$ cat config.mk
export PLATFORM = sky130hd
export DESIGN_NAME = actr_ks_queue
export DESIGN_NICKNAME = d
export VERILOG_FILES = /design/src/design/actr_pkg.sv /design/src/design/actr_ks_queue.sv
export SDC_FILE = /design/constraint.sdc
export NUM_CORES = 1
export LEC_CHECK = 0
export BUFFER_PORTS_ARGS = -buffer_cell sky130_fd_sc_hd__buf_2
export CAP_MARGIN = 20
export CORE_AREA = 2 2 204 206
export CTS_BUF_LIST = sky130_fd_sc_hd__clkbuf_2
export CTS_CLUSTER_SIZE = 30
export DETAILED_ROUTE_END_ITERATION = 8
export DIE_AREA = 0 0 206 208
export GPL_TIMING_DRIVEN = 0
export PLACE_DENSITY = 0.79
export RECOVER_POWER = 100
export SETUP_SLACK_MARGIN = 0.1
export SLEW_MARGIN = 20
export SYNTH_ARGS = -nofsm -noshare
export SYNTH_HDL_FRONTEND = slang
export SYNTH_SLANG_ARGS = --single-unit
$ cat constraint.sdc
create_clock -name clk_i -period 26.3 [get_ports clk_i]
set_input_delay 6.575 -clock clk_i [delete_from_list [all_inputs] [get_ports clk_i]]
set_output_delay 6.575 -clock clk_i [all_outputs]
set_load 0.005 [all_outputs]
$ cat src/design/actr_pkg.sv
`timescale 1ns / 1ps

package actr_pkg;

  localparam int unsigned BlockBits  = 128;
  localparam int unsigned BlockBytes = 16;
  localparam int unsigned ByteBits   = 8;
  localparam int unsigned HalfBits   = 64;
  localparam int unsigned KsQueueDepth = 2;

  typedef enum logic [1:0] {
    REG_KEY_HIGH = 2'd0,
    REG_KEY_LOW  = 2'd1,
    REG_INIT_VEC = 2'd2,
    REG_UNUSED   = 2'd3
  } cfg_reg_e;

  // one keystream block and the counter value it was made from
  typedef struct packed {
    logic [BlockBits-1:0] block;
    logic [BlockBits-1:0] ctr;
  } ks_entry_t;

  // drop all prefetched keystream and restart generation at ctr
  typedef struct packed {
    logic                 flush;
    logic [BlockBits-1:0] ctr;
  } restart_t;

  localparam logic [7:0] SBOX [256] = '{
    8'h63,8'h7c,8'h77,8'h7b,8'hf2,8'h6b,8'h6f,8'hc5,8'h30,8'h01,8'h67,8'h2b,8'hfe,8'hd7,8'hab,8'h76,
    8'hca,8'h82,8'hc9,8'h7d,8'hfa,8'h59,8'h47,8'hf0,8'had,8'hd4,8'ha2,8'haf,8'h9c,8'ha4,8'h72,8'hc0,
    8'hb7,8'hfd,8'h93,8'h26,8'h36,8'h3f,8'hf7,8'hcc,8'h34,8'ha5,8'he5,8'hf1,8'h71,8'hd8,8'h31,8'h15,
    8'h04,8'hc7,8'h23,8'hc3,8'h18,8'h96,8'h05,8'h9a,8'h07,8'h12,8'h80,8'he2,8'heb,8'h27,8'hb2,8'h75,
    8'h09,8'h83,8'h2c,8'h1a,8'h1b,8'h6e,8'h5a,8'ha0,8'h52,8'h3b,8'hd6,8'hb3,8'h29,8'he3,8'h2f,8'h84,
    8'h53,8'hd1,8'h00,8'hed,8'h20,8'hfc,8'hb1,8'h5b,8'h6a,8'hcb,8'hbe,8'h39,8'h4a,8'h4c,8'h58,8'hcf,
    8'hd0,8'hef,8'haa,8'hfb,8'h43,8'h4d,8'h33,8'h85,8'h45,8'hf9,8'h02,8'h7f,8'h50,8'h3c,8'h9f,8'ha8,
    8'h51,8'ha3,8'h40,8'h8f,8'h92,8'h9d,8'h38,8'hf5,8'hbc,8'hb6,8'hda,8'h21,8'h10,8'hff,8'hf3,8'hd2,
    8'hcd,8'h0c,8'h13,8'hec,8'h5f,8'h97,8'h44,8'h17,8'hc4,8'ha7,8'h7e,8'h3d,8'h64,8'h5d,8'h19,8'h73,
    8'h60,8'h81,8'h4f,8'hdc,8'h22,8'h2a,8'h90,8'h88,8'h46,8'hee,8'hb8,8'h14,8'hde,8'h5e,8'h0b,8'hdb,
    8'he0,8'h32,8'h3a,8'h0a,8'h49,8'h06,8'h24,8'h5c,8'hc2,8'hd3,8'hac,8'h62,8'h91,8'h95,8'he4,8'h79,
    8'he7,8'hc8,8'h37,8'h6d,8'h8d,8'hd5,8'h4e,8'ha9,8'h6c,8'h56,8'hf4,8'hea,8'h65,8'h7a,8'hae,8'h08,
    8'hba,8'h78,8'h25,8'h2e,8'h1c,8'ha6,8'hb4,8'hc6,8'he8,8'hdd,8'h74,8'h1f,8'h4b,8'hbd,8'h8b,8'h8a,
    8'h70,8'h3e,8'hb5,8'h66,8'h48,8'h03,8'hf6,8'h0e,8'h61,8'h35,8'h57,8'hb9,8'h86,8'hc1,8'h1d,8'h9e,
    8'he1,8'hf8,8'h98,8'h11,8'h69,8'hd9,8'h8e,8'h94,8'h9b,8'h1e,8'h87,8'he9,8'hce,8'h55,8'h28,8'hdf,
    8'h8c,8'ha1,8'h89,8'h0d,8'hbf,8'he6,8'h42,8'h68,8'h41,8'h99,8'h2d,8'h0f,8'hb0,8'h54,8'hbb,8'h16
  };

  // byte i of a block, byte 0 in the top bits
  function automatic logic [7:0] blk_byte(logic [BlockBits-1:0] b, logic [3:0] i);
    logic [BlockBits-1:0] sh;
    sh = b << {i, 3'b000};
    return sh[BlockBits-1 -: ByteBits];
  endfunction

endpackage

$ cat src/design/actr_ks_queue.sv
`timescale 1ns / 1ps

module actr_ks_queue #(
  parameter int unsigned Depth = actr_pkg::KsQueueDepth
) (
  input  logic                clk_i,
  input  logic                rst_ni,
  input  logic                flush_i,
  input  logic                push_valid_i,
  output logic                push_ready_o,
  input  actr_pkg::ks_entry_t push_entry_i,
  output logic                head_valid_o,
  input  logic                pop_i,
  output actr_pkg::ks_entry_t head_entry_o
);

  localparam int unsigned PtrW = (Depth > 1) ? $clog2(Depth) : 1;
  localparam int unsigned CntW = $clog2(Depth + 1);

  actr_pkg::ks_entry_t mem_q [Depth];
  logic [PtrW-1:0] wr_q, wr_d, rd_q, rd_d;
  logic [CntW-1:0] cnt_q, cnt_d;
  logic push, pop;

  assign push_ready_o = (cnt_q != CntW'(Depth));
  assign head_valid_o = (cnt_q != '0);
  assign head_entry_o = mem_q[rd_q];
  assign push = push_valid_i && push_ready_o;
  assign pop  = pop_i && head_valid_o;

  always_comb begin
    wr_d  = wr_q;
    rd_d  = rd_q;
    cnt_d = cnt_q;
    if (flush_i) begin
      wr_d  = '0;
      rd_d  = '0;
      cnt_d = '0;
    end else begin
      if (push) wr_d = (wr_q == PtrW'(Depth - 1)) ? '0 : wr_q + PtrW'(1);
      if (pop)  rd_d = (rd_q == PtrW'(Depth - 1)) ? '0 : rd_q + PtrW'(1);
      cnt_d = cnt_q + CntW'(push) - CntW'(pop);
    end
  end

  always_ff @(posedge clk_i or negedge rst_ni) begin
    if (!rst_ni) begin
      wr_q  <= '0;
      rd_q  <= '0;
      cnt_q <= '0;
    end else begin
      wr_q  <= wr_d;
      rd_q  <= rd_d;
      cnt_q <= cnt_d;
    end
  end

  always_ff @(posedge clk_i) begin
    if (push && !flush_i) mem_q[wr_q] <= push_entry_i;
  end

endmodule

==> results of run 1 <==
stage by stage:
stage | total power, mW | hold WS, ns | setup TNS (ns) | util, %
floorplan | 1.433 | 0.5618 | 0 | -
global placement | 1.664 | 0.5893 | -2058.29 | 56.66
detailed placement | 1.631 | 0.6047 | 0 | 58.03
CTS | 2.133 | 0.6261 | 0 | 60.74
global route | 2.049 | 0.6613 | 0 | 56.93
finish | 1.943 | 0.6309 | 0 | 56.94
final cells by class:
class	instances	area share, %
clock buffers	173	3.750
repair buffers	571	11.34
flip-flops and latches	516	67.02
plain buffers	29	0.4714
clock inverters	42	1.013
inverters	1	0.01626
diodes	5	0.05419
multi-input cells	274	13.45
well taps	532	2.883
cell families after synthesis:
family                     count (synthesis)  share of synthesized area, %
DFF                                      516                         78.50
muxes                                    257                         19.06
buffers and inverters                     30                         1.866
and+or+nand+nor                           12                        0.3237
xor gates and xnor gates                   2                       0.08887
adders and majority gates                  2                        0.1269
AOI/OAI and AO/OA                          1                       0.03809
where the power goes:
part	internal [mW]	total, mW	switching (mW)
registers	0.988	1.00	0.0153
logic	0.200	0.445	0.245
clock network	0.198	0.495	0.296
total	1.39	1.94	0.557
tightest hold or removal path, cell delays in order, from the launching register on:
cell	delay, ns
dfrtp_1	0.43
nor2_1	0.11
nor3_1	0.06
layer usage:
metal / global-route usage [%] / up-vias
met3: 8.177 / 98
met5: 0 / -
met1: 19.77 / 5010
li1: - / 4751
met4: 9.557 / 12
met2: 33.88 / 470
worst paths after layout:
path	slack [ns]	depth (start not counted)	to
max	14.87	10	mem_q[1][113]
min	0.63	2	cnt_q[1]
max reg2reg	19.90	10	mem_q[1][113]
min reg2reg	0.63	2	cnt_q[1]
max in group asynchronous	20.78	1	cnt_q[1]
min in group asynchronous	5.33	1	wr_q
cell usage in the layout, fill, tap and decap left out, types with 2 or more instances in the layout:
master / instances
mux2_1: 206
nor2b_1: 2
clkinv_2: 12
clkbuf_1: 217
nor3_1: 2
clkbuf_2: 173
ha_1: 2
edfxtp_1: 512
buf_2: 380
diode_2: 5
nor2_1: 3
bufinv_16: 2
dfrtp_1: 4
mux2_4: 26
buf_1: 3
mux2_2: 25
inv_2: 3
clkinv_1: 23
registers in the layout, indices dropped and copies added (netlist names):
| signal | flops |
|---|---|
| mem_q | 512 |
| cnt_q | 2 |
| rd_q | 1 |
| wr_q | 1 |
==> out/qor.yml, run 1 <==
vias: 10341
layout-drive-gt1-share_pct: 38.85
ys_top_cells_by_area: "edfxtp_1 78%, mux2_4 18%, mux2_2 1.5%"
start_util_pct: 48.61
cts_setup_buffers: 0
syn_area_per_cell_um2: 24.04
status: "completed"
netlist_top_cells_count: "512 x edfxtp_1, 230 x mux2_4, 27 x mux2_2, 15 x buf_6, 11 x buf_8"
area.growth.synth_to_final_pct: 17.12
crit_required_ns: 26.93
grt_pass1_vias: 11146
synth.distinct_cells: 21
grt_pass1_wl_mm: 61.60
clkSinkCount: 516
fin_cells: 2143
vias_per_cell: 4.825
ir_drop_mv: 0.04485
end_kind: "flop"
cts_buffer_depth: 3
startpoint: "push_valid_i"
synthArstFlopShare_pct: 0.7752
wl_mm: 42.93
path_cells: "buf_2 -> nand2_1 -> nor3b_1 -> clkbuf_1 -> clkbuf_1 -> clkbuf_1 -> clkbuf_1 -> clkbuf_1 -> clkbuf_1 -> clkbuf_1"
core_area_um2: 40550
multi_input_area_um2: 3105
relSlewSlack_pct: 7.678
critical_path.slowest_cell: "nor3b_1"
powerDensity_nw_per_um2: 84.15
syn_area_um2: 19710
yosysTopAreaCellShare_pct: 77.99
fin_area_um2: 23090
antenna_found_initial: 11
drv_cap: 0
first_iter_violations: 412
regArea_um2: 15470
setup_violations: 0
leakagePower_nw: 8.491
worstSetupPathType: "primary input to flop"
syn-num-nets: 1083
crit_buf_inv: 8
dr.pass1.iters: 4
grt_overflow: 0
fin_crit_ns: 11.43
tritoncts: "yes"
place_area_um2: 23530
htreeDepth: 3
wl_met1_mm: 14.73
critPathMaxStageDelay_ns: 1.13
cp_top_family: "buffers and inverters"
worst_pin_slew_ns: 1.382
synth_area_leader_cell: "edfxtp_1"
rr_startpoint: "cnt_q[0]"
cp_max_fo: 15
worst_skew_pair.late_latency_ns: 1.05
yosysMostFrequentCell: "edfxtp_1"
synth_ff_type: "edfxtp_1"
cts_buffers: 121
met2_length_mm: 22.16
finalCritPeriodShare_pct: 43.46
dieArea_um2: 42850
worst_ep_arrival_time_ns: 12.06
die_width_um: 206
track_usage_pct: 19.40
finClkSkew_ns: 0.08795
hold_class: "flop to flop"
clock-root-buffer: "clkbuf_2"
grt_max_degree: 17
nets: 1777
nFillCells: 3350
worstSetupStartpointType: "primary input"
finalWorstSetupSlack_ns: 14.87
rsz0062_at_grt: "false"
ctsHoldBuffers: 0
fmax_mhz: 87.50
row_count: 74
clk_pin_slew_ns: 0.11
syn_inst: 820
hpwlAfterDp_mm: 32.23
num_io_pins: 519
pre_cts_ws_ns: 16.90
slew_violations: 0
ys_ff_latch: 516
wl_met3_mm: 4.590
drc: 0
die_h_um: 208
placed_cells: 1923
top_layer_used: "met5"
wl_per_cell_um: 20.03
synth-seq-area-share_pct: 78.50
hold_start: "cnt_q[1]"
yosysWarnings: 0
routabilityCongestion: 0.7645
crit_path_frequent_cell: "clkbuf_1"
post_cts_resized: 0
ant_nets: 0
hold_violations: 0
synth_edf_count: 512
io_buffers: 518
No activity file was read; power rests on OpenSTA's default activity.
==> run 2: changes to the inputs <==
PLACE_DENSITY = 0.82   (was 0.79)
clock period = 10.41 ns   (was 26.3 ns; I/O delays follow)
==> out/qor.yml, run 2 (synthesis gave the netlist of run 1 again) <==
mostFrequentLayoutCell: "edfxtp_1"
grt_pass1_wl_mm: 62.51  # +1.5%
cp_max_fo: 15  # unchanged
worstSetupStartpointType: "primary input"
start_util_pct: 48.61  # unchanged
crit_path_frequent_cell: "clkbuf_1"
finClkSkew_ns: 0.09759  # +0.009638 ns
layout-drive-gt1-share_pct: 38.85  # about the same
nets: 1774  # -0.17%
crit_required_ns: 10.99  # -15.94 ns
area.growth.synth_to_final_pct: 17.15  # about the same
tns_ns: 0  # unchanged
wl_per_cell_um: 20.37  # +1.7%
rr_startpoint: "cnt_q[1]"
routabilityCongestion: 0.7661  # +0.21%
pre_cts_ws_ns: 5.569  # -11.33 ns
tritoncts: "yes"
ant_nets: 0  # unchanged
wl_mm: 43.61  # +1.6%
relSlewSlack_pct: 8.746  # +1.1 points
drc: 0  # unchanged
worstSetupPathType: "primary input to flop"
use_met1_pct: 19.85  # +0.074 points
dieArea_um2: 42850  # unchanged
grt_overflow: 0  # unchanged
cts_setup_buffers: 0  # unchanged
hold_class: "flop to flop"
antenna_found_initial: 14  # +3
num_io_pins: 519  # unchanged
fmax_mhz: 155.0
track_usage_pct: 19.74  # +0.33 points
grt_use_met2_pct: 34.01  # +0.13 points
hpwlAfterDp_mm: 31.96  # -0.86%
post_cts_resized: 0  # unchanged
layout_common_cells: "512 x edfxtp_1, 369 x buf_2, 218 x clkbuf_1"
powerDensity_nw_per_um2: 215.6  # +160%
core_area_um2: 40550  # unchanged
critPathMaxStageDelay_ns: 0.95  # -0.18 ns
ctsHoldBuffers: 0  # unchanged
cts_buffers: 130  # +7.4%
hold_start: "cnt_q[1]"
ir_drop_mv: 0.1411  # +210%
status: "completed"
crit_buf_inv: 6  # -2
clkSinkCount: 516  # unchanged
worst_skew_pair.late_latency_ns: 1.03  # -0.02 ns
htreeDepth: 4  # +1
cp_top_family: "buffers and inverters"
worst_pin_slew_ns: 1.358  # -0.02349 ns
clock-root-buffer: "clkbuf_2"
die_width_um: 206  # unchanged
top_usage_layer: "met2"
nFillCells: 3315  # -1.0%
grt_pass1_vias: 11338  # +1.7%
largest_register_ffs: 512  # unchanged
worst_ep_arrival_time_ns: 7.04  # -5.02 ns
end_kind: "flop"
critical_path.slowest_cell: "nor3b_1"
hold_violations: 0  # unchanged
slew_violations: 0  # unchanged
path_cells: "buf_2 -> nand2_1 -> nor3b_1 -> clkbuf_1 -> clkbuf_1 -> clkbuf_1 -> clkbuf_1 -> clkbuf_1"
fin_crit_ns: 6.451
vias: 10480  # +1.3%
post-route-util_pct: 56.95  # about the same
drv_cap: 0  # unchanged
io_buffers: 518  # unchanged
rsz0062_at_grt: "false"
row_count: 74  # unchanged
clk_pin_slew_ns: 0.11  # about the same
startpoint: "push_valid_i"
grt_max_degree: 17  # unchanged
grtUsageMet3_pct: 8.678  # +0.50 points
regMostFlops: "mem_q"
setup_violations: 0  # unchanged
finalWorstSetupSlack_ns: 3.959  # -10.91 ns
finalCritPeriodShare_pct: 61.97
die_h_um: 208  # unchanged
first_iter_violations: 417  # +1.2%
dr.pass1.iters: 5  # +1
leakagePower_nw: 8.491  # about the same
reg_top3: "mem_q (512), cnt_q (2)"
hold_slack_ns: 0.6323  # +0.001420 ns
power_mw: 4.979  # +160%
cts_buffer_depth: 3  # unchanged
vias_per_cell: 4.895  # +1.4%
-- run 2: cell count changes in the layout (fill, tap and decap cells not counted), moves of 3 or more --
| cell | delta |
|---|---|
| diode_2 | +3 |
| clkinv_1 | -4 |
| clkinv_2 | -8 |
| inv_2 | +3 |
| clkbuf_2 | +15 |
| buf_2 | -11 |
-- run 2: where the power goes --
part	switching (mW)	internal (mW)	total (mW)
Combinational	0.623	0.501	1.12
Sequential	0.0390	2.50	2.54
Clock	0.763	0.556	1.32
-- run 2: worst register-to-register path, delay by kind of cell (launching register included) --
family,cells,cell delay [ns]
buf+inv,5,3.29
simple gates,3,1.23
flops,1,0.44
-- run 2: final timing paths --
kind                            endpoint  slack (ns)  cells after the start
min reg2reg                     cnt_q[1]        0.63                      2
max reg2reg                mem_q[1][224]        5.01                      8
min in group asynchronous       cnt_q[0]        1.38                      1
max in group asynchronous           wr_q        8.75                      1
max                        mem_q[1][224]        3.96                      8
min                             cnt_q[1]        0.63                      2
-- run 2: area by class of cell --
type	count	area, um2	area share (%)
antenna	8	20.02	0.08668
buffer	29	108.9	0.4713
sequential	516	15470	67.01
clock buffer	188	940.9	4.074
timing repair buffer	559	2560	11.08
tap	532	665.6	2.882
multi-input combinational	274	3102	13.43
clock inverter	34	219.0	0.9481
inverter	1	3.754	0.01625
-- run 2: through the flow --
stage	area, um2	std cells
2_1_floorplan	19740	820
6_report	23090	2141
3_5_place_dp	23590	1911
3_3_place_gp	22990	1870
4_1_cts	24750	2133
5_1_grt	23090	2140
-- run 2: metal layers --
metal / wire (um) / up-vias
met5: 70 / -
met4: 1645 / 12
met3: 4465 / 121
met2: 22160 / 522
met1: 15260 / 5081
li1: - / 4744
