`config.mk`:
```
export PLATFORM = sky130hd
export DESIGN_NAME = actr_front
export DESIGN_NICKNAME = d
export VERILOG_FILES = /design/src/design/actr_pkg.sv /design/src/design/actr_front.sv
export SDC_FILE = /design/constraint.sdc
export NUM_CORES = 1
export LEC_CHECK = 0
export BUFFER_PORTS_ARGS = -buffer_cell sky130_fd_sc_hd__clkbuf_2
export CAP_MARGIN = 20
export CORE_AREA = 2 2 234 236
export CTS_BUF_LIST = sky130_fd_sc_hd__clkbuf_4
export DETAILED_ROUTE_END_ITERATION = 6
export DIE_AREA = 0 0 236 238
export SLEW_MARGIN = 20
export SYNTH_ARGS = -nofsm -noshare
export SYNTH_HDL_FRONTEND = slang
export SYNTH_SLANG_ARGS = --single-unit
export TNS_END_PERCENT = 5
```
`constraint.sdc`:
```
create_clock -name clk_i -period 20.1 [get_ports clk_i]
set_input_delay 4.02 -clock clk_i [delete_from_list [all_inputs] [get_ports clk_i]]
set_output_delay 4.02 -clock clk_i [all_outputs]
set_load 0.01 [all_outputs]
```
`src/design/actr_pkg.sv`:
```
`timescale 1ns / 1ps

package actr_pkg;

  localparam int unsigned BlockBits  = 128;
  localparam int unsigned BlockBytes = 16;
  localparam int unsigned ByteBits   = 8;
  localparam int unsigned HalfBits   = 64;
  localparam int unsigned KsQueueDepth = 2;

  typedef enum logic [1:0] {
    REG_KEY_HIGH = 2'd0,
    REG_KEY_LOW  = 2'd1,
    REG_INIT_VEC = 2'd2,
    REG_UNUSED   = 2'd3
  } cfg_reg_e;

  // one keystream block and the counter value it was made from
  typedef struct packed {
    logic [BlockBits-1:0] block;
    logic [BlockBits-1:0] ctr;
  } ks_entry_t;

  // drop all prefetched keystream and restart generation at ctr
  typedef struct packed {
    logic                 flush;
    logic [BlockBits-1:0] ctr;
  } restart_t;

  localparam logic [7:0] SBOX [256] = '{
    8'h63,8'h7c,8'h77,8'h7b,8'hf2,8'h6b,8'h6f,8'hc5,8'h30,8'h01,8'h67,8'h2b,8'hfe,8'hd7,8'hab,8'h76,
    8'hca,8'h82,8'hc9,8'h7d,8'hfa,8'h59,8'h47,8'hf0,8'had,8'hd4,8'ha2,8'haf,8'h9c,8'ha4,8'h72,8'hc0,
    8'hb7,8'hfd,8'h93,8'h26,8'h36,8'h3f,8'hf7,8'hcc,8'h34,8'ha5,8'he5,8'hf1,8'h71,8'hd8,8'h31,8'h15,
    8'h04,8'hc7,8'h23,8'hc3,8'h18,8'h96,8'h05,8'h9a,8'h07,8'h12,8'h80,8'he2,8'heb,8'h27,8'hb2,8'h75,
    8'h09,8'h83,8'h2c,8'h1a,8'h1b,8'h6e,8'h5a,8'ha0,8'h52,8'h3b,8'hd6,8'hb3,8'h29,8'he3,8'h2f,8'h84,
    8'h53,8'hd1,8'h00,8'hed,8'h20,8'hfc,8'hb1,8'h5b,8'h6a,8'hcb,8'hbe,8'h39,8'h4a,8'h4c,8'h58,8'hcf,
    8'hd0,8'hef,8'haa,8'hfb,8'h43,8'h4d,8'h33,8'h85,8'h45,8'hf9,8'h02,8'h7f,8'h50,8'h3c,8'h9f,8'ha8,
    8'h51,8'ha3,8'h40,8'h8f,8'h92,8'h9d,8'h38,8'hf5,8'hbc,8'hb6,8'hda,8'h21,8'h10,8'hff,8'hf3,8'hd2,
    8'hcd,8'h0c,8'h13,8'hec,8'h5f,8'h97,8'h44,8'h17,8'hc4,8'ha7,8'h7e,8'h3d,8'h64,8'h5d,8'h19,8'h73,
    8'h60,8'h81,8'h4f,8'hdc,8'h22,8'h2a,8'h90,8'h88,8'h46,8'hee,8'hb8,8'h14,8'hde,8'h5e,8'h0b,8'hdb,
    8'he0,8'h32,8'h3a,8'h0a,8'h49,8'h06,8'h24,8'h5c,8'hc2,8'hd3,8'hac,8'h62,8'h91,8'h95,8'he4,8'h79,
    8'he7,8'hc8,8'h37,8'h6d,8'h8d,8'hd5,8'h4e,8'ha9,8'h6c,8'h56,8'hf4,8'hea,8'h65,8'h7a,8'hae,8'h08,
    8'hba,8'h78,8'h25,8'h2e,8'h1c,8'ha6,8'hb4,8'hc6,8'he8,8'hdd,8'h74,8'h1f,8'h4b,8'hbd,8'h8b,8'h8a,
    8'h70,8'h3e,8'hb5,8'h66,8'h48,8'h03,8'hf6,8'h0e,8'h61,8'h35,8'h57,8'hb9,8'h86,8'hc1,8'h1d,8'h9e,
    8'he1,8'hf8,8'h98,8'h11,8'h69,8'hd9,8'h8e,8'h94,8'h9b,8'h1e,8'h87,8'he9,8'hce,8'h55,8'h28,8'hdf,
    8'h8c,8'ha1,8'h89,8'h0d,8'hbf,8'he6,8'h42,8'h68,8'h41,8'h99,8'h2d,8'h0f,8'hb0,8'h54,8'hbb,8'h16
  };

  // byte i of a block, byte 0 in the top bits
  function automatic logic [7:0] blk_byte(logic [BlockBits-1:0] b, logic [3:0] i);
    logic [BlockBits-1:0] sh;
    sh = b << {i, 3'b000};
    return sh[BlockBits-1 -: ByteBits];
  endfunction

endpackage

```
`src/design/actr_front.sv`:
```
`timescale 1ns / 1ps

module actr_front (
  input  logic                           clk_i,
  input  logic                           rst_ni,
  input  logic                           cfg_valid_i,
  output logic                           cfg_ready_o,
  input  logic [1:0]                     cfg_index_i,
  input  logic [actr_pkg::HalfBits-1:0]  cfg_data_i,
  input  logic                           s_axis_tvalid,
  output logic                           s_axis_tready,
  input  logic [7:0]                     s_axis_tdata,
  input  logic                           s_axis_tlast,
  output logic                           m_axis_tvalid,
  input  logic                           m_axis_tready,
  output logic [7:0]                     m_axis_tdata,
  output logic                           m_axis_tlast,
  output logic [actr_pkg::BlockBits-1:0] key_o,
  output actr_pkg::restart_t             restart_o,
  input  logic                           head_valid_i,
  input  actr_pkg::ks_entry_t            head_entry_i,
  output logic                           pop_o
);

  localparam int unsigned BB = actr_pkg::BlockBits;
  localparam int unsigned HB = actr_pkg::HalfBits;

  logic [HB-1:0] keyh_q, keyl_q, iv_q;
  logic          cur_v_q, msg_q, out_v_q;
  logic [3:0]    pos_q;
  logic [BB-1:0] cur_ks_q, cur_ctr_q;
  logic [7:0]    out_byte_q, ks_byte;
  logic          out_last_q, accept, cfg_wr;

  assign cfg_ready_o   = 1'b1;
  assign cfg_wr        = cfg_valid_i;
  assign s_axis_tready = (!out_v_q || m_axis_tready) && (cur_v_q || head_valid_i);
  assign accept        = s_axis_tvalid && s_axis_tready;
  assign pop_o         = accept && !cur_v_q;
  assign ks_byte       = cur_v_q ? actr_pkg::blk_byte(cur_ks_q, pos_q)
                                 : actr_pkg::blk_byte(head_entry_i.block, 4'd0);
  assign key_o         = {keyh_q, keyl_q};

  // prefetched keystream is dropped when a message closes, on a key write, or on an IV write between messages
  always_comb begin
    restart_o.flush = 1'b0;
    restart_o.ctr   = {iv_q, HB'(1)};
    if (cfg_wr) begin
      unique case (actr_pkg::cfg_reg_e'(cfg_index_i))
        actr_pkg::REG_KEY_HIGH, actr_pkg::REG_KEY_LOW: begin
          restart_o.flush = 1'b1;
          if (msg_q) restart_o.ctr = cur_ctr_q + BB'(1);
        end
        actr_pkg::REG_INIT_VEC: begin
          restart_o.flush = !msg_q;
          restart_o.ctr   = {cfg_data_i, HB'(1)};
        end
        default: ;
      endcase
    end else if (accept && s_axis_tlast) begin
      restart_o.flush = 1'b1;
    end
  end

  always_ff @(posedge clk_i or negedge rst_ni) begin
    if (!rst_ni) begin
      keyh_q  <= '0;
      keyl_q  <= '0;
      iv_q    <= '0;
      cur_v_q <= 1'b0;
      msg_q   <= 1'b0;
      out_v_q <= 1'b0;
      pos_q   <= '0;
    end else begin
      if (cfg_wr) begin
        unique case (actr_pkg::cfg_reg_e'(cfg_index_i))
          actr_pkg::REG_KEY_HIGH: keyh_q <= cfg_data_i;
          actr_pkg::REG_KEY_LOW:  keyl_q <= cfg_data_i;
          actr_pkg::REG_INIT_VEC: iv_q   <= cfg_data_i;
          default: ;
        endcase
      end
      if (accept) begin
        out_v_q <= 1'b1;
        msg_q   <= !s_axis_tlast;
        if (!cur_v_q) begin
          pos_q   <= 4'd1;
          cur_v_q <= !s_axis_tlast;
        end else begin
          pos_q   <= pos_q + 4'd1;
          cur_v_q <= (pos_q != 4'd15) && !s_axis_tlast;
        end
      end else if (m_axis_tready) begin
        out_v_q <= 1'b0;
      end
    end
  end

  always_ff @(posedge clk_i) begin
    if (accept) begin
      out_byte_q <= s_axis_tdata ^ ks_byte;
      out_last_q <= s_axis_tlast;
    end
    if (pop_o) begin
      cur_ks_q  <= head_entry_i.block;
      cur_ctr_q <= head_entry_i.ctr;
    end
  end

  assign m_axis_tvalid = out_v_q;
  assign m_axis_tdata  = out_byte_q;
  assign m_axis_tlast  = out_last_q;

endmodule

```
==> reports/qor.txt, run 1 <==
Hpwl dp = 55.7 mm
Post_cts resized = 0
Routed vias/inst = 5.52
GRT Overall Usage = 0.261
R2r worst-path depth = 7
Final RePlAce weighted congestion = 0.900
IO Port Bufs = 605
Register bit count reported by yosys = 464
DR vias = 17,100
Status = finished clean
CTS buffer count = 134
Post-DR wirelength/cell = 23.9 um
Clk buf depth = 3
Synth warn = 0
Vias in the first global route = 17,300
Leading register cell type out of synthesis = edfxtp_1
Final Hold Fails = 0
Global-route wire length before repair = 108 mm
Commonest non-fill, non-tap cell in the layout = clkbuf_2
Placed instance area = 25,200 um^2
Worst flop-to-flop path endpoint = cur_ctr_q[62]
Worst-Skew Late Latency = 0.96 ns
Root Driver = clkbuf_4
Layout cells sized above 1 = 0.455
Endpoint class of the critical path = output pin
1st-iter DRT viols = 1,090
# nets final = 2,638
Die Width = 236 um
Hold_buf cts = 0
CTS sink cnt = 464
TritonCTS clock tree = yes
Setup TNS = 0 ns
Grt total ovfl = 0
Design Area, Final = 26,900 um^2
Mapped Nets = 1,951
Die ar. = 56,200 um^2
R2R setup slack = 15.92 ns
Clock slew at the register clock pins of the worst setup and hold paths = 0.06 ns
Post-Syn Instances = 1,612
Hold Crit Depth = 1
P_leak = 10.9 nW
Core area = 53,500 um^2
Post-Route Utilization = 0.503
Setup Skew = 0.0347 ns
Hold Startpoint = keyl_q[9]
DRC viols = 0
Synthesized area = 21,300 um^2
H-tree levels = 4
Peak VDD IR = 0.0573 mV
Die height = 238 um
Commonest non-fill, non-tap cells in the layout = clkbuf_2 (604), edfxtp_1 (265), clkbuf_4 (198), dfrtp_1 (198), mux2_2 (197)
Seq/Total Area, Yosys = 0.606
DRT Pass-1 Iters = 5
Fin crit share = 0.524
Yosys cell types = 56
Relative slew margins = 0.252
Maximum Capacitance Violations = 0
WHS Endpoint = keyl_q[9]
Syn avg cell area = 13.2 um^2
Crit path kind = in -> out
Slew @ Worst Pin = 1.11 ns
Slew Viols, Final = 0
Num rows = 85
CP Data Required Time = 16.08 ns
DRT antenna net count = 0
Post-CTS Setup Bufs = 0
CP max FO = 78
Crit path time final = 10.53 ns
Area Growth Syn to Fin = 26.0%
Asr flop ratio synth = 0.429
Worst path arrival time = 6.51 ns
RSZ-0062 raised after global routing = false
Final WL = 74.3 mm
Post-synth EDFFs = 265
RR Startpoint = cur_v_q
Largest net degree at the start of global routing = 81
Startpoint types = input pin
Final setup fails = 0
Hold Path Class = reg -> reg
PwrDens = 102 nW/um^2
Initial antenna violation count = 18
IO Pins = 607
Initial Utilization = 0.399
Fmax = 95.0 MHz
## sequential cells by signal, indices dropped and copies added, names as in the netlist, 4 cells and up
name,flops
iv_q,64
cur_ctr_q,128
pos_q,4
keyl_q,64
cur_ks_q,128
m_axis_tdata,8
keyh_q,64
## metrics by stage
| step | power, mW | hold WS, ns | instances | worst slack [ns] |
|---|---|---|---|---|
| final | 2.75 | 0.504 | 3104 | 9.57 |
| after global routing | 2.90 | 0.516 | 3100 | 9.41 |
| after CTS | 2.79 | 0.506 | 3092 | 9.61 |
| after detailed placement | 1.88 | 0.493 | 2859 | 9.60 |
| after global placement | 1.86 | 0.486 | 2859 | 9.66 |
| after floorplan | 1.63 | 0.481 | 1612 | 0.771 |
## cells in the mapped netlist, types with 4 or more instances
cell type | instances | area (um^2)
buf_1 | 8 | 30.0
nor2_1 | 91 | 342
o22ai_1 | 8 | 50.1
a21oi_1 | 25 | 125
xor2_1 | 32 | 280
inv_1 | 19 | 71.3
clkbuf_1 | 65 | 244
o21ai_0 | 52 | 260
o311ai_0 | 5 | 43.8
a22o_1 | 5 | 43.8
and4_1 | 16 | 140
edfxtp_1 | 265 | 7960
nand4_1 | 64 | 400
nor4_1 | 53 | 332
mux4_2 | 32 | 721
nand3_1 | 72 | 360
nand2_1 | 95 | 357
mux2i_1 | 25 | 250
nor3_1 | 40 | 200
a22oi_1 | 54 | 405
and2_1 | 9 | 56.3
xnor2_1 | 65 | 569
or4b_1 | 5 | 50.1
mux2_2 | 197 | 2220
a221oi_1 | 6 | 52.6
dfrtp_1 | 199 | 4980
or2_2 | 8 | 50.1
and3_1 | 20 | 125
or3_1 | 16 | 100
o21a_1 | 4 | 30.0
or4_1 | 12 | 90.1
o211ai_1 | 9 | 67.6
nor2b_1 | 6 | 37.5
## power by group
group / leakage (nW) / internal [mW] / switching [mW]
Clock: 1.03 / 0.488 / 0.414
Combinational: 5.06 / 0.270 / 0.334
Sequential: 4.81 / 1.16 / 0.0854
Total: 10.9 / 1.92 / 0.833
## area by class of cell
| type | count | area (um^2) |
|---|---|---|
| antenna | 12 | 30.0 |
| clock buffer | 198 | 1490 |
| clock inverter | 35 | 220 |
| fill | 4826 | 26600 |
| inverter | 19 | 71.3 |
| multi-input combinational | 1053 | 8080 |
| sequential | 464 | 12900 |
| tap | 696 | 871 |
| timing repair buffer | 627 | 3200 |
## kinds of logic after synthesis
group	after synthesis	share of synthesized area
simple gates	522	0.132
flops	464	0.606
mux	254	0.149
compound gates	177	0.0539
xor+xnor	97	0.0398
buf+inv	95	0.0174
fa+ha+maj	2	0.00117
other cells	1	0.000176
## worst max-delay path: stages
cell and delay, ns:
clkbuf_2 0.14, nor2b_1 0.30, and2_4 0.59, buf_4 0.83, a22oi_1 0.22, o21ai_0 0.14
clkbuf_2 0.17
## layer usage
| metal | wire, um | part of all wire | global-route usage |
|---|---|---|---|
| met5 | 74 | 0.0010 | 0 |
| met4 | 2280 | 0.031 | 0.112 |
| met3 | 6330 | 0.085 | 0.0855 |
| met2 | 36800 | 0.50 | 0.434 |
| met1 | 28800 | 0.39 | 0.313 |
## worst max-delay path by stage
| stage | start | to | slack [ns] | cells after the start |
|---|---|---|---|---|
| after floorplan | m_axis_tready | pop_o | 0.77 | 4 |
| after global routing | cfg_index_i[0] | restart_o[88] | 9.41 | 8 |
| after CTS | cfg_index_i[0] | restart_o[88] | 9.61 | 8 |
| after detailed placement | cfg_index_i[0] | restart_o[88] | 9.60 | 8 |
| final | cfg_index_i[0] | restart_o[67] | 9.57 | 7 |
| after global placement | cfg_index_i[0] | restart_o[88] | 9.66 | 8 |
(Power assumes the default switching activity.)
==> run 2, diff against run 1 <==
ABC_AREA = 1   (was unset)
CORE_AREA = 2 2 233 235   (was 2 2 234 236)
DIE_AREA = 0 0 235 237   (was 0 0 236 238)
PLACE_DENSITY = 0.71   (was unset)
clock period = 8.6 ns   (was 20.1 ns; I/O delays follow)
==> reports/qor.txt, run 2 <==
1st-iter DRT viols = 2,461 (+130%)
Peak VDD IR = 0.162 mV (+180%)
Post_cts resized = 0 (unchanged)
# nets final = 3,914 (+48%)
Area leader, netlist = edfxtp_1
Routed vias/inst = 5.32 (-3.7%)
Largest family of logic cells by synthesized area = simple AND/OR/NAND/NOR gates
Crit path time final = 5.86 ns
Slew Viols, Final = 0 (unchanged)
Hpwl dp = 75.3 mm (+35%)
Crit path kind = reg -> out
Seq/Total Area, Yosys = 0.554 (-0.0523)
Relative slew margins = 0.278 (+0.0265)
Startpoint types = register
Post-synth EDFFs = 265 (unchanged)
Die height = 237 um (-0.42%)
Hold_buf cts = 0 (unchanged)
Maximum Capacitance Violations = 0 (unchanged)
Area share of the largest cell type after synthesis = 0.341 (-0.0321)
CP Data Required Time = 6.88 ns (-9.20 ns)
IO Pins = 607 (unchanged)
Synth top cells by count = nand2_1 (862), nor2_1 (448), o21ai_0 (382)
Status = finished clean
Worst-path cell chain = ha_1, nand3_1, nor2_1, nand2_1, nor2_1, nand2_1, nand2_1, nand3_1, nand2_1, nand2_1, clkbuf_2
Simple-gate share of the synthesized area = 0.257 (+0.125)
Final WL = 94.8 mm (+28%)
XOR/XNOR share of the synthesized area = 0.00112 (-0.0387)
Final RePlAce weighted congestion = 1.05 (+16%)
IO Port Bufs = 605 (unchanged)
CP max FO = 8 (-90%)
Post-Syn Instances = 2,934 (+82%)
Slew @ Worst Pin = 1.08 ns (-0.0295 ns)
Post-Route Utilization = 0.537 (+0.0339)
Final setup fails = 0 (unchanged)
Fin crit share = 0.681
DRT antenna net count = 0 (unchanged)
CP peak stage delay = 0.72 ns (-0.11 ns)
Post-Synth Adder-Cell Area = 0.00107 (-0.000101)
Setup Skew = 0.0325 ns (-0.00229 ns)
Clock slew at the register clock pins of the worst setup and hold paths = 0.06 ns (about the same)
CTS sink cnt = 464 (unchanged)
Mux contribution to synthesized area = 0 (-0.149)
GRT Overall Usage = 0.334 (+0.0726)
Endpoint class of the critical path = output pin
Core area = 53,300 um^2 (-0.40%)
Mapped Nets = 3,273 (+68%)
DRT Pass-1 Iters = 5 (unchanged)
DRC viols = 0 (unchanged)
Compound-Gate Fraction of Synth Area = 0.119 (+0.0655)
Syn avg cell area = 7.96 um^2 (-40%)
Count leader, synth = nand2_1
Yosys cell types = 32 (-43%)
CTS buffer count = 118 (-12%)
Register bit count reported by yosys = 464 (unchanged)
Post-CTS Setup Bufs = 0 (unchanged)
Commonest non-fill, non-tap cells in the layout = nand2_1 (860), clkbuf_2 (604), nor2_1 (447)
PwrDens = 219 nW/um^2 (+110%)
Die Width = 235 um (-0.42%)
Root Driver = clkbuf_4
CP most frequent cell = nand2_1
DR vias = 23,300 (+36%)
P_leak = 12.9 nW (+18%)
Global-route wire length before repair = 138 mm (+27%)
H-tree levels = 3 (-1)
Vias in the first global route = 22,300 (+29%)
Commonest non-fill, non-tap cell in the layout = nand2_1
Initial antenna violation count = 25 (+7)
Largest net degree at the start of global routing = 177 (+120%)
Hold Path Class = reg -> reg
Grt total ovfl = 0 (unchanged)
Final Hold Fails = 0 (unchanged)
Area Growth Syn to Fin = 22.4%
Worst-Skew Late Latency = 0.89 ns (-0.07 ns)
Post-DR wirelength/cell = 21.7 um (-9.5%)
Worst path arrival time = 4.14 ns (-2.37 ns)
Biggest regs = cur_ctr_q (128), cur_ks_q (128)
Leading register cell type out of synthesis = edfxtp_1
TritonCTS clock tree = yes
RSZ-0062 raised after global routing = false
Layout cells sized above 1 = 0.228 (-0.227)
Initial Utilization = 0.438 (+0.0394)
Asr flop ratio synth = 0.429 (unchanged)
Fmax = 171 MHz
Num rows = 85 (unchanged)
Slowest library cell on the worst path = nor2_1
Clk buf depth = 3 (unchanged)
Setup TNS = 0 ns (unchanged)
Synth warn = 0 (unchanged)
Die ar. = 55,700 um^2 (-0.84%)
Synthesized area = 23,400 um^2 (+9.4%)
Leading cell types by total area after synthesis = edfxtp_1 (34%), dfrtp_1 (21%), nand2_1 (14%)
[run 2: cell types whose count changed in the layout (fill, tap and decap cells not counted), sizes merged, moves of 90 or more]
cell	previous run	this run
nand2	95	862
a21oi	25	115
nor2	91	455
o21ai	53	386
mux2	197	0
inv	24	310
[run 2: kinds of logic (layout without fill, tap and decap cells)]
logic type / count (synthesis) / in the layout
AND/OR/NAND/NOR: 1512 / 1512
AO/OA/AOI/OAI: 542 / 542
flip-flops: 464 / 464
buffers and inverters: 410 / 1142
XOR/XNOR: 3 / 3
adder cells (fa/ha/maj): 2 / 2
other: 1 / 16
[run 2: path summary, 6_finish.rpt]
| kind | start | endpoint | slack (ns) | depth (start not counted) |
|---|---|---|---|---|
| worst max-delay path | cur_ctr_q[0] | restart_o[124] | 2.74 | 11 |
| worst min-delay path | keyh_q[7] | keyh_q[7] | 0.48 | 2 |
| worst max register to register | cur_v_q | cur_ctr_q[92] | 4.65 | 7 |
| worst min register to register | keyh_q[7] | keyh_q[7] | 0.48 | 2 |
| max in group asynchronous | rst_ni | iv_q[11] | 6.41 | 2 |
| min in group asynchronous | rst_ni | keyh_q[22] | 0.85 | 1 |
[run 2: layer usage]
metal / wire length, um / track usage / vias to the layer above / share of wire
met5: 108 / 0 / - / 0.0011
met4: 4250 / 0.156 / 16 / 0.045
met3: 8390 / 0.0807 / 218 / 0.088
met2: 46300 / 0.565 / 1235 / 0.49
met1: 35800 / 0.403 / 10900 / 0.38
li1: - / - / 10900 / -
[run 2: final cells by class]
class	instances	area, um^2
Inverter	311	1170
Multi-Input combinational cell	2060	8880
Clock buffer	183	1370
Antenna cell	15	37.5
Timing Repair Buffer	620	3160
Clock inverter	28	168
Tap cell	696	871
Sequential cell	464	12900
Fill cell	5241	24700
[run 2: worst max-delay path: cells and delay by family (launching register included)]
| family | cells | cell delay [ns] |
|---|---|---|
| adder cells (fa/ha/maj) | 1 | 0.33 |
| buffers and inverters | 1 | 0.14 |
| flip-flops | 1 | 0.56 |
| AND/OR/NAND/NOR | 9 | 2.23 |
[run 2: power by group]
| part | internal (mW) | switching, mW |
|---|---|---|
| sequential | 2.69 | 0.193 |
| combinational | 0.469 | 1.00 |
| clock | 0.999 | 0.930 |
[run 2: through the flow]
stage          area, um^2  cells  setup WS [ns]  hold slack (ns)  power, mW
2_1_floorplan       23400   2934           1.36            0.513       3.73
3_3_place_gp        27000   4151           2.95            0.465       4.37
3_5_place_dp        27000   4151           2.94            0.472       4.38
4_1_cts             28600   4362           2.75            0.488       6.32
5_1_grt             28600   4374           2.49            0.506       6.62
6_report            28600   4377           2.74            0.481       6.28
